$ cat src/rtl/core/fpt_pkg.sv
// ----------------------------------------------------------------------------
// fpt_pkg
// Shared types, codes and the speed ladder of the frame pacing throttle.
// ----------------------------------------------------------------------------
package fpt_pkg;

    // Timestamp width; time arithmetic wraps modulo 2^TIME_W
    localparam int TIME_W      = 64;
    localparam int CFG_W       = 41;
    localparam int TFREQ_W     = 41;
    localparam int BRATE_W     = 32;
    localparam int SCALE_W     = 15;
    localparam int PCT_W       = 13;
    localparam int PERIOD_W    = 64;
    localparam int CMD_W       = 3;
    localparam int CODE_W      = 3;
    localparam int IN_DATA_W   = 72;
    localparam int OUT_DATA_W  = 96;

    // Divider geometry: dividend is timer_freq << 16, divisor the 31-bit rate
    localparam int DIVIDEND_W  = TFREQ_W + 16;
    localparam int RATE_W      = BRATE_W - 8 + SCALE_W - 8;
    localparam int DCNT_W      = $clog2(DIVIDEND_W);
    localparam int LIDX_W      = 5;
    localparam int LADDER_LEN  = 19;

    localparam logic [SCALE_W-1:0] NORMAL_SCALE  = SCALE_W'(256);
    localparam logic [PERIOD_W-1:0] WAIT_THRESH  = PERIOD_W'(65536);
    localparam logic [TFREQ_W-1:0] TFREQ_RESET   = TFREQ_W'(1000);
    localparam logic [BRATE_W-1:0] BRATE_RESET   = BRATE_W'(1008307711);

    typedef enum logic [0:0] {
        REG_TIMER_FREQ = 1'b0,
        REG_BASE_RATE  = 1'b1
    } cfg_reg_t;

    typedef enum logic [CMD_W-1:0] {
        CMD_CHECK   = 3'd0,
        CMD_RESYNC  = 3'd1,
        CMD_SLOWEST = 3'd2,
        CMD_SLOWER  = 3'd3,
        CMD_NORMAL  = 3'd4,
        CMD_FASTER  = 3'd5,
        CMD_FASTEST = 3'd6,
        CMD_UNUSED  = 3'd7
    } cmd_t;

    typedef enum logic [CODE_W-1:0] {
        EV_ARMED       = 3'd0,
        EV_ON_TIME     = 3'd1,
        EV_WAIT        = 3'd2,
        EV_LATE_RESYNC = 3'd3,
        EV_CATCH_UP    = 3'd4,
        EV_RESYNC_DONE = 3'd5,
        EV_SPEED_SET   = 3'd6
    } event_t;

    // Speed ladder in 1/256 units
    function automatic logic [SCALE_W-1:0] ladder(input logic [LIDX_W-1:0] idx);
        logic [SCALE_W-1:0] v;
        begin
            unique case (idx)
                5'd0:    v = SCALE_W'(3);
                5'd1:    v = SCALE_W'(3);
                5'd2:    v = SCALE_W'(4);
                5'd3:    v = SCALE_W'(8);
                5'd4:    v = SCALE_W'(16);
                5'd5:    v = SCALE_W'(32);
                5'd6:    v = SCALE_W'(64);
                5'd7:    v = SCALE_W'(128);
                5'd8:    v = SCALE_W'(192);
                5'd9:    v = SCALE_W'(256);
                5'd10:   v = SCALE_W'(384);
                5'd11:   v = SCALE_W'(512);
                5'd12:   v = SCALE_W'(768);
                5'd13:   v = SCALE_W'(1024);
                5'd14:   v = SCALE_W'(2048);
                5'd15:   v = SCALE_W'(4096);
                5'd16:   v = SCALE_W'(8192);
                5'd17:   v = SCALE_W'(16384);
                5'd18:   v = SCALE_W'(16384);
                default: v = SCALE_W'(16384);
            endcase
            return v;
        end
    endfunction

endpackage

$ cat src/rtl/core/frame_pacing_throttle_unit.sv
// ----------------------------------------------------------------------------
// frame_pacing_throttle_unit
// Frame pacer: speed ladder, frame period divider and frame timing check.
// ----------------------------------------------------------------------------
// Usage:
//   One item per video frame enters on s_axis_*: a command and the current
//   timestamp. Each item except the unused command code yields exactly one
//   result item on m_axis_*: an event code, the speed scale, the speed in
//   percent and the frame period in force after the command.
//   timer_freq and base_rate are written through cfg_we/cfg_index/cfg_data.
//   The user must write them while the block is idle; it has no check for it.
//   Steps in order: the ladder walk for slower/faster, the multiply, the
//   57-step restoring divider (one quotient bit per cycle, shared
//   subtractor), the frame check for a check command (arming, or a delta
//   and a compare once armed) and the output load. s_axis_tready is high
//   only in the idle state.
//   The finished result sits in an output register, so the next item is
//   accepted while a result waits; if the receiver still stalls when the
//   following result is done, the sequencer holds it until the register frees.
//   Reset: pacer unarmed, speed scale 256, registers at their defaults,
//   no result pending.
// ----------------------------------------------------------------------------
module frame_pacing_throttle_unit
(
    input  logic                              clk,
    input  logic                              rst_n,
    // cfg_data: timer_freq [40:0] or base_rate [31:0]
    input  logic                              cfg_we,
    input  logic [0:0]                        cfg_index,
    input  logic [fpt_pkg::CFG_W-1:0]         cfg_data,
    input  logic                              s_axis_tvalid,
    output logic                              s_axis_tready,
    // s_axis_tdata: cmd [2:0], now_time [66:3], zero fill [71:67]
    input  logic [fpt_pkg::IN_DATA_W-1:0]     s_axis_tdata,
    output logic                              m_axis_tvalid,
    input  logic                              m_axis_tready,
    // m_axis_tdata: event_code [2:0], speed_scale_out [17:3],
    //               speed_percent [30:18], frame_period [94:31], zero [95]
    output logic [fpt_pkg::OUT_DATA_W-1:0]    m_axis_tdata
);
    import fpt_pkg::*;

    typedef enum logic [6:0] {
        ST_IDLE = 7'b0000001,
        ST_SCAN = 7'b0000010,
        ST_MUL  = 7'b0000100,
        ST_DIV  = 7'b0001000,
        ST_CHK1 = 7'b0010000,
        ST_CHK2 = 7'b0100000,
        ST_WB   = 7'b1000000
    } state_t;

    // Control and architectural state (reset)
    state_t                 state_reg, state_next;
    logic                   m_valid_reg, m_valid_next;
    logic [TIME_W-1:0]      last_time_reg, last_time_next;
    logic [SCALE_W-1:0]     scale_reg, scale_next;
    logic [TFREQ_W-1:0]     tfreq_reg, tfreq_next;
    logic [BRATE_W-1:0]     brate_reg, brate_next;
    logic [DCNT_W-1:0]      cnt_reg, cnt_next;
    logic [LIDX_W-1:0]      idx_reg, idx_next;

    // Working payload (no reset)
    cmd_t                   cmd_reg, cmd_next;
    logic [TIME_W-1:0]      now_reg, now_next;
    logic [TIME_W-1:0]      delta_reg, delta_next;
    logic [RATE_W-1:0]      rate_reg, rate_next;
    logic [DIVIDEND_W-1:0]  dq_reg, dq_next;
    logic [RATE_W-1:0]      rem_reg, rem_next;
    logic [PERIOD_W-1:0]    period_reg, period_next;
    event_t                 code_reg, code_next;
    logic [OUT_DATA_W-1:0]  out_reg, out_next;

    // Shared datapath terms
    logic [RATE_W+7:0]         prod;        // (base_rate >> 8) * scale
    logic [RATE_W:0]           trial;
    logic                      q_bit;
    logic [PERIOD_W-1:0]       dz;
    logic [21:0]               pct_full;
    logic                      accept;
    logic                      out_free;

    assign s_axis_tready = (state_reg == ST_IDLE);
    assign m_axis_tvalid = m_valid_reg;
    assign m_axis_tdata  = out_reg;
    assign accept        = s_axis_tvalid && s_axis_tready;
    assign out_free      = !m_valid_reg || m_axis_tready;

    assign prod     = (RATE_W+8)'(brate_reg[BRATE_W-1:8]) *
                      (RATE_W+8)'(scale_reg);
    // One restoring-division step: shift in the next dividend bit, try subtract
    assign trial    = {rem_reg, dq_reg[DIVIDEND_W-1]};
    assign q_bit    = (trial >= {1'b0, rate_reg});
    assign dz       = PERIOD_W'(delta_reg);
    assign pct_full = 22'(scale_reg) * 22'd100;

    always_comb
    begin
        state_next     = state_reg;
        m_valid_next   = m_valid_reg;
        last_time_next = last_time_reg;
        scale_next     = scale_reg;
        tfreq_next     = tfreq_reg;
        brate_next     = brate_reg;
        cnt_next       = cnt_reg;
        idx_next       = idx_reg;
        cmd_next       = cmd_reg;
        now_next       = now_reg;
        delta_next     = delta_reg;
        rate_next      = rate_reg;
        dq_next        = dq_reg;
        rem_next       = rem_reg;
        period_next    = period_reg;
        code_next      = code_reg;
        out_next       = out_reg;

        // Drop the result once the receiver takes it
        if (m_valid_reg && m_axis_tready)
        begin
            m_valid_next = 1'b0;
        end

        if (cfg_we)
        begin
            unique case (cfg_reg_t'(cfg_index))
                REG_TIMER_FREQ: tfreq_next = cfg_data[TFREQ_W-1:0];
                REG_BASE_RATE:  brate_next = cfg_data[BRATE_W-1:0];
                default:        tfreq_next = tfreq_reg;
            endcase
        end

        unique case (state_reg)
            ST_IDLE:
            begin
                if (accept)
                begin
                    cmd_next = cmd_t'(s_axis_tdata[CMD_W-1:0]);
                    now_next = s_axis_tdata[CMD_W +: TIME_W];
                    idx_next = LIDX_W'(1);
                    unique case (cmd_t'(s_axis_tdata[CMD_W-1:0]))
                        CMD_CHECK:
                        begin
                            state_next = ST_MUL;
                        end
                        CMD_RESYNC:
                        begin
                            last_time_next = '0;
                            code_next      = EV_RESYNC_DONE;
                            state_next     = ST_MUL;
                        end
                        CMD_SLOWEST:
                        begin
                            scale_next = ladder(LIDX_W'(0));
                            code_next  = EV_SPEED_SET;
                            state_next = ST_MUL;
                        end
                        CMD_NORMAL:
                        begin
                            scale_next = NORMAL_SCALE;
                            code_next  = EV_SPEED_SET;
                            state_next = ST_MUL;
                        end
                        CMD_FASTEST:
                        begin
                            scale_next = ladder(LIDX_W'(LADDER_LEN - 1));
                            code_next  = EV_SPEED_SET;
                            state_next = ST_MUL;
                        end
                        CMD_SLOWER, CMD_FASTER:
                        begin
                            code_next  = EV_SPEED_SET;
                            state_next = ST_SCAN;
                        end
                        CMD_UNUSED:
                        begin
                            state_next = ST_IDLE;
                        end
                        default:
                        begin
                            state_next = ST_IDLE;
                        end
                    endcase
                end
            end

            ST_SCAN:
            begin
                // Advance to the first ladder entry not below the scale
                if (idx_reg < LIDX_W'(LADDER_LEN - 2) && ladder(idx_reg) < scale_reg)
                begin
                    idx_next = idx_reg + LIDX_W'(1);
                end
                else
                begin
                    if (cmd_reg == CMD_SLOWER)
                    begin
                        scale_next = ladder(idx_reg - LIDX_W'(1));
                    end
                    else
                    begin
                        scale_next = ladder(idx_reg + LIDX_W'(1));
                    end
                    state_next = ST_MUL;
                end
            end

            ST_MUL:
            begin
                rate_next  = prod[RATE_W+7:8];
                dq_next    = {tfreq_reg, 16'd0};
                rem_next   = '0;
                cnt_next   = '0;
                state_next = ST_DIV;
            end

            ST_DIV:
            begin
                rem_next = q_bit ? RATE_W'(trial - {1'b0, rate_reg}) : RATE_W'(trial);
                dq_next  = {dq_reg[DIVIDEND_W-2:0], q_bit};
                cnt_next = cnt_reg + DCNT_W'(1);
                if (cnt_reg == DCNT_W'(DIVIDEND_W - 1))
                begin
                    if (rate_reg == '0)
                    begin
                        period_next = '1;
                    end
                    else
                    begin
                        period_next = PERIOD_W'({dq_reg[DIVIDEND_W-2:0], q_bit});
                    end
                    state_next = (cmd_reg == CMD_CHECK) ? ST_CHK1 : ST_WB;
                end
            end

            ST_CHK1:
            begin
                if (last_time_reg == '0)
                begin
                    // Unarmed: arm on this timestamp
                    last_time_next = now_reg;
                    code_next      = EV_ARMED;
                    state_next     = ST_WB;
                end
                else
                begin
                    delta_next = now_reg - last_time_reg;
                    state_next = ST_CHK2;
                end
            end

            ST_CHK2:
            begin
                if (dz < period_reg)
                begin
                    if ((period_reg - dz) >= WAIT_THRESH)
                    begin
                        code_next = EV_WAIT;
                    end
                    else
                    begin
                        last_time_next = last_time_reg + period_reg[TIME_W-1:0];
                        code_next      = EV_ON_TIME;
                    end
                end
                else if ((dz - period_reg) > period_reg)
                begin
                    // More than two periods behind: disarm
                    last_time_next = '0;
                    code_next      = EV_LATE_RESYNC;
                end
                else
                begin
                    last_time_next = last_time_reg + period_reg[TIME_W-1:0];
                    code_next      = EV_CATCH_UP;
                end
                state_next = ST_WB;
            end

            ST_WB:
            begin
                // Hold until the output register is free
                if (out_free)
                begin
                    out_next     = {1'b0, period_reg, pct_full[PCT_W+7:8], scale_reg,
                                    code_reg};
                    m_valid_next = 1'b1;
                    state_next   = ST_IDLE;
                end
            end

            default:
            begin
                state_next = ST_IDLE;
            end
        endcase
    end

    always_ff @(posedge clk or negedge rst_n)
    begin
        if (!rst_n)
        begin
            state_reg     <= ST_IDLE;
            m_valid_reg   <= 1'b0;
            last_time_reg <= '0;
            scale_reg     <= NORMAL_SCALE;
            tfreq_reg     <= TFREQ_RESET;
            brate_reg     <= BRATE_RESET;
            cnt_reg       <= '0;
            idx_reg       <= '0;
        end
        else
        begin
            state_reg     <= state_next;
            m_valid_reg   <= m_valid_next;
            last_time_reg <= last_time_next;
            scale_reg     <= scale_next;
            tfreq_reg     <= tfreq_next;
            brate_reg     <= brate_next;
            cnt_reg       <= cnt_next;
            idx_reg       <= idx_next;
        end
    end

    always_ff @(posedge clk)
    begin
        cmd_reg    <= cmd_next;
        now_reg    <= now_next;
        delta_reg  <= delta_next;
        rate_reg   <= rate_next;
        dq_reg     <= dq_next;
        rem_reg    <= rem_next;
        period_reg <= period_next;
        code_reg   <= code_next;
        out_reg    <= out_next;
    end

endmodule

$ cat config.mk
export PLATFORM = sky130hd
export DESIGN_NAME = frame_pacing_throttle_unit
export DESIGN_NICKNAME = d
export VERILOG_FILES = /design/src/rtl/core/fpt_pkg.sv /design/src/rtl/core/frame_pacing_throttle_unit.sv
export SDC_FILE = /design/constraint.sdc
export NUM_CORES = 2
export LEC_CHECK = 0
export BUFFER_PORTS_ARGS = -buffer_cell sky130_fd_sc_hd__buf_2
export CAP_MARGIN = 5
export CELL_PAD_IN_SITES_DETAIL_PLACEMENT = 1
export CELL_PAD_IN_SITES_GLOBAL_PLACEMENT = 1
export CORE_MARGIN = 3
export CORE_UTILIZATION = 35
export CTS_CLUSTER_SIZE = 30
export DETAILED_ROUTE_END_ITERATION = 8
export GPL_ROUTABILITY_DRIVEN = 0
export PLACE_DENSITY = 0.59
export SLEW_MARGIN = 20
export SYNTH_ARGS = -nofsm -noshare
export SYNTH_HDL_FRONTEND = slang
export SYNTH_SLANG_ARGS = --single-unit
$ cat constraint.sdc
create_clock -name clk -period 10.65 [get_ports clk]
set_clock_uncertainty 0.15 [all_clocks]
set_input_delay 0 -clock clk [delete_from_list [all_inputs] [get_ports clk]]
set_output_delay 0 -clock clk [all_outputs]
set_load 0.005 [all_outputs]
; ---- Yosys cells after proc, flatten, opt, wreduce, memory -nomap -nowiden
; Memories as Yosys holds them, arrays and structs flattened.
; Index checks and enable logic that the tools add are counted.
[totals]
reg_bits = 583
romBits = 1440
out_inout_bits = 98
word_cells = 130
mem_count = 3
[memory_table]
columns = memory, depth, word_bits, rd, rd_clocked_by_memory_dff, write_ports, line_no
row1 = (name not given), 32, 15, 1, 0, 0, fpt_pkg.sv:62  ; unique case (idx)
row2 = (name not given), 32, 15, 1, 0, 0, fpt_pkg.sv:62
row3 = (name not given), 32, 15, 1, 0, 0, fpt_pkg.sv:62
[op_classes]
n_addsub = 8
mul = 2
n_lt_le_gt_ge = 6
n_eq_ne = 26
muxes = 39
n_bitwise = 2
reduce_logical = 26
[ops]
columns = op, n
row1 = 64-bit 2-to-1 mux, 7
row2 = 64-bit one-hot mux with 3 select lines, 1
row3 = 64-bit subtractor, 3
row4 = 57-bit one-hot mux with 2 select lines, 1
row5 = 64-bit adder, 1
row6 = 64-bit by 17-bit >= comparator with 1-bit output (second input constant), 1
row7 = 64-bit > comparator, 1
row8 = 64-bit logical NOT, 1
row9 = 64-bit less-than comparator, 1
row10 = 31-bit one-hot mux with 2 select lines, 1
row11 = 15-bit 2-to-1 mux, 4
row12 = 7-bit one-hot mux with 7 select lines, 1
row13 = 15-bit one-hot mux with 3 select lines, 1
row14 = 7-bit 2-to-1 mux, 6
row15 = 24-bit by 15-bit multiplier with 39-bit output, 1
row16 = 32-bit by 31-bit >= comparator with 1-bit output, 1
row17 = 31-bit logical NOT, 1
row18 = 31-bit 2-to-1 mux, 1
row19 = 31-bit subtractor, 1
row20 = 15-bit one-hot mux with 2 select lines, 1
row21 = 7-bit one-hot mux with 3 select lines, 1
row22 = 15-bit by 5-bit multiplier with 19-bit output (second input constant), 1
row23 = 15-bit less-than comparator, 1
row24 = 3-bit equality test (second input constant), 4
row25 = other kinds (40), 66

; ---- Logic depth before layout (Yosys ltp)
[depth]
ltp_word = 6
depth_mapped = 29
mapped_depth_nobuf = 29

; ---- Worst setup path after synthesis
; OpenSTA, ideal clock, no wires.
[synth_path]
path_type = reg-to-reg
from = register scale_reg[8]
to = register rate_reg[23] (data pin)
setup_time_ns = 0.258
arrival_time_ns = 7.058
path_slack_ns = 3.183
path_stages_with_launch = 26
period_less_slack_ns = 7.467
cell_sequence = dfstp_2 clkbuf_1 clkbuf_1 nand2_1 fa_1 fa_1 inv_1 fa_1 fa_1 fa_1 inv_1 fa_1 inv_1 ha_1 a21o_1 a21oi_1 o21ai_0 a311oi_1 o21ai_1 a211oi_1 nor2_1 a2111oi_0 o21ba_2 o21ai_0 a21oi_1 xnor2_1
[synth_between]
elab_chain_len = 1
[synth_lines]
columns = item, line_no
row1 = from (decl), frame_pacing_throttle_unit.sv:57  ; logic [SCALE_W-1:0] scale_reg, scale_next;
row2 = from (signal assigned), frame_pacing_throttle_unit.sv:316  ; scale_reg <= scale_next;
row3 = 24-bit by 15-bit multiplier with 39-bit output, frame_pacing_throttle_unit.sv:89  ; assign prod = (RATE_W+8)'(brate_reg[BRATE_W-1:8]) *
row4 = via prod[31], frame_pacing_throttle_unit.sv:75  ; logic [RATE_W+7:0] prod;
row5 = to (signal assigned), frame_pacing_throttle_unit.sv:329  ; rate_reg <= rate_next;
row6 = to (decl), frame_pacing_throttle_unit.sv:67  ; logic [RATE_W-1:0] rate_reg, rate_next;
; The timed path passes the listed nets, and every way through them passes these cells.
; A chain may end at the register's enable or synchronous reset.

; ---- Final worst setup path
[layout_path]
from = register period_reg[0]
to = register last_time_reg[63]
[layout_between]
elab_chain_len = 5
[layout_lines]
columns = item, line_no
row1 = from (decl), frame_pacing_throttle_unit.sv:70  ; logic [PERIOD_W-1:0] period_reg, period_next;
row2 = from (signal assigned), frame_pacing_throttle_unit.sv:332  ; period_reg <= period_next;
row3 = 64-bit subtractor, frame_pacing_throttle_unit.sv:265  ; else if ((dz - period_reg) > period_reg)
row4 = 64-bit > comparator, frame_pacing_throttle_unit.sv:265
row5 = 64-bit 2-to-1 mux, frame_pacing_throttle_unit.sv:265
row6 = 64-bit 2-to-1 mux, frame_pacing_throttle_unit.sv:253  ; if (dz < period_reg)
row7 = 64-bit one-hot mux with 3 select lines, frame_pacing_throttle_unit.sv:132  ; unique case (state_reg)
row8 = to (signal assigned), frame_pacing_throttle_unit.sv:315  ; last_time_reg <= last_time_next;
row9 = to (decl), frame_pacing_throttle_unit.sv:56  ; logic [TIME_W-1:0] last_time_reg, last_time_next;
; Several ways; a longest one is shown, not always the timed one. The select of a mux whose other input is x is not followed.

==> results.py <==
metrics = {
    "setup_path": {
        "required_ns": 11.08,
        "crit_arrival_ns": 9.55,
        "r2r-start": "period_reg[0]",
        "slowest_stage": "nor4_1",
        "path_class": "flop to flop",
        "slowest_delay_ns": 0.87,
        "critPathCaptureType": "flop",
        "crit_top_cell": "o21ai_0",
        "worst-path-max-fanout": 34,
        "crit_path_start_kind": "flop",
        "cp-startpoint": "period_reg[0]",
    },
    "clocking": {
        "clk_pin_slew_worst_paths_ns": 0.06,
        "cts_buffers": 75,
        "h-tree-depth": 3,
        "clk-insertion-delay-late_ns": 0.69,
        "cts-resized-gates": 0,
        "clock_sinks": 561,
        "cts_root_buffer": "clkbuf_16",
        "cts_tree": "built",
        "cts.path.max_buffers": 3,
    },
    "yosys": {
        "synthArstFlopShare_pct": 28.9,
        "synthMuxAreaShare_pct": 2.28,
        "syn_avg_cell_area_um2": 9.34,
        "synth_top_area_cell": "edfxtp_1",
        "syn_area_mm2": 0.0515,
        "syn_inst": 5514,
        "synth_common_cells": "662 x inv_1, 576 x nand2_1, 515 x ha_1, 399 x edfxtp_1, 377 x a21oi_1",
        "yosys_warnings": 0,
        "synth_cell_types": 97,
        "ys_seq_elements": 561,
        "yosys.area.top_type_share_pct": 23.3,
        "synth_nets": 6445,
        "synth.most_common_cell": "inv_1",
        "synth_compound_area_share_pct": 16.0,
        "synth_fa_ha_area_share_pct": 24.1,
        "ys_seq_area_share_pct": 31.2,
        "synthXorXnorAreaFrac_pct": 4.54,
        "synth_edf_count": 399,
        "ys.flop_type": "edfxtp_1",
        "synth_area_leaders": "edfxtp_1 23%, ha_1 13%, fa_1 12%",
        "synthSimpleGateAreaFrac_pct": 15.3,
        "synth_top_family_by_area": "adder cells",
    },
    "status": {
        "status": "complete, no violations",
    },
    "drt": {
        "vias": 41963,
        "dr.first_iter.drc_count": 2193,
        "wirelength_um": 176000,
        "drcViolationCount": 0,
        "wire_per_inst_um": 22.4,
        "ant_nets": 0,
        "first_pass_iters": 5,
        "vias_per_cell": 5.35,
    },
    "floorplan": {
        "initial_core_util_pct": 35.3,
        "core_mm2": 0.146,
        "die_h_um": 390,
        "pin_count": 217,
        "dieArea_mm2": 0.152,
        "die_x_um": 390,
        "num_rows": 140,
    },
    "pwr": {
        "power_density_mw_per_mm2": 366,
        "ir_worst_vdd_uv": 576,
        "p_leak_nw": 26.2,
    },
    "job": {
        "maxCapViolations": 0,
    },
    "finish": {
        "n_fill_cell": 16677,
        "final_nets": 6787,
        "areaGrowthSynthToFinish_pct": 14.9,
        "final_cells": 7838,
        "layout-drive-gt1-share_pct": 10.4,
        "largest_reg_flops": 88,
    },
    "timing": {
        "slew_viol_final": 0,
        "finalSetupViolations": 0,
        "hold_viol": 0,
        "period_needed_ns": 9.13,
        "worstMarginPinSlew_ns": 1.09,
        "timing.final.ws_setup_ns": 1.52,
        "worst_slew_margin_rel_pct": 27.5,
        "max_freq_ghz": 0.110,
        "rsz0062_at_grt": "no",
        "timing.final.crit_share_pct": 85.7,
        "fin_setup_tns_ns": 0,
    },
    "global_routing": {
        "grt_overflow_total": 0,
        "grt_pass1_vias": 44721,
        "antenna_found_initial": 2,
        "grt_pass1_wl_um": 272000,
        "grt_max_degree": 80,
        "grt_use_total_pct": 23.2,
    },
    "placed_design": {
        "place_ws_ns": 1.71,
        "io_buffer_count": 210,
        "dp.final_hpwl_um": 138000,
        "placedCellCount": 7483,
    },
    "worst_hold_path": {
        "hold_start": "cfg_data[5]",
        "hold_path_class": "input pin to flop",
    },
}
==> kinds of logic (layout without fill, tap and decap cells) <==
kind of cell | count (synthesis) | in the layout
AO/OA/AOI/OAI | 1253 | 1253
XOR/XNOR | 267 | 267
adder cells (fa/ha/maj) | 812 | 812
buffers and inverters | 869 | 1273
flip-flops | 561 | 561
multiplexers | 109 | 109
other | 1 | 4
AND/OR/NAND/NOR | 1642 | 1642
==> area by class of cell <==
class / count / area [um^2] / share of cell area (%)
tap: 1917 / 2400 / 4.05
clock inverter: 39 / 405 / 0.685
multi-input combinational: 4084 / 32100 / 54.3
inverter: 663 / 2490 / 4.21
timing repair buffer: 471 / 3600 / 6.08
sequential: 561 / 16100 / 27.1
antenna: 3 / 7.51 / 0.0127
clock buffer: 100 / 2100 / 3.56
==> per-stage QoR <==
step / cell area, um^2 / util, % / power, mW / hold WS, ns
after floorplan: 51500 / - / 14.8 / -0.446
after global routing: 59200 / 40.6 / 24.1 / 0.0304
after detailed placement: 54500 / 37.4 / 19.2 / -0.0675
after CTS: 59200 / 40.5 / 22.1 / 0.00294
final: 59200 / 40.6 / 21.7 / 0.0627
after global placement: 54500 / 37.4 / 19.0 / -0.0686
==> cell usage in the layout (no fill, tap or decap), types with 26 or more instances in the layout <==
master         synthesis  layout
nand2b_1              28      28
or3_1                 27      27
nor3_1                75      75
mux2i_1               41      41
buf_4                 13      47
fa_1                 297     297
or2_2                 68      68
a21oi_1              377     377
o21a_1                49      49
inv_1                662     660
dfrtp_1              143     143
xor2_1                89      89
a22oi_1               68      68
nor4_1                37      35
dlygate4sd3_1          0     211
a211oi_1              26      26
nor2b_1               61      59
nor2_1               342     339
xnor2_1              178     178
a31oi_1               29      29
nand3_1               97      97
o21bai_1              61      61
a21oi_2               50      49
buf_2                 32     209
a21o_1               178     178
ha_1                 515     515
nand4_1               73      73
clkbuf_16              0      78
mux2_2                68      68
edfxtp_1             399     399
and2_1               171     171
nand2_1              576     576
and3_1                38      38
o21ai_0              188     188
==> critical path: cells and delay by family (launching register included) <==
family / cells / cell delay [ns]
compound gates: 17 / 4.76
xor+xnor: 1 / 0.17
fa+ha+maj: 3 / 0.91
buf+inv: 3 / 0.77
flops: 1 / 0.48
simple gates: 5 / 1.73
==> final timing paths <==
kind	slack, ns	end	depth (start not counted)
worst max-delay path	1.52	last_time_reg[63]	29
worst min-delay path	0.06	tfreq_reg[5]	3
worst max register to register	1.52	last_time_reg[63]	29
worst min register to register	0.32	m_axis_tdata[0]	0
max in group asynchronous	9.05	last_time_reg[48]	4
min in group asynchronous	0.47	brate_reg[20]	3
==> layer usage <==
layer | GRT usage, % | wire (um)
met1 | 30.9 | 80000
met3 | 2.38 | 5620
met4 | 6.11 | 4810
met5 | 0 | 26
met2 | 40.0 | 85500
==> where the power goes <==
part | total [mW] | internal, mW | switching, mW
Sequential | 4.12 | 3.48 | 0.646
Combinational | 15.0 | 6.19 | 8.76
Clock | 2.59 | 1.51 | 1.08
Total | 21.7 | 11.2 | 10.5
==> what timing repair did <==
item,4_1_cts,5_1_grt
hold buffers,212,0
endpoints found under the hold margin,337,0
setup buffers,0,0
Note: power is estimated with default switching activity, not from simulation.
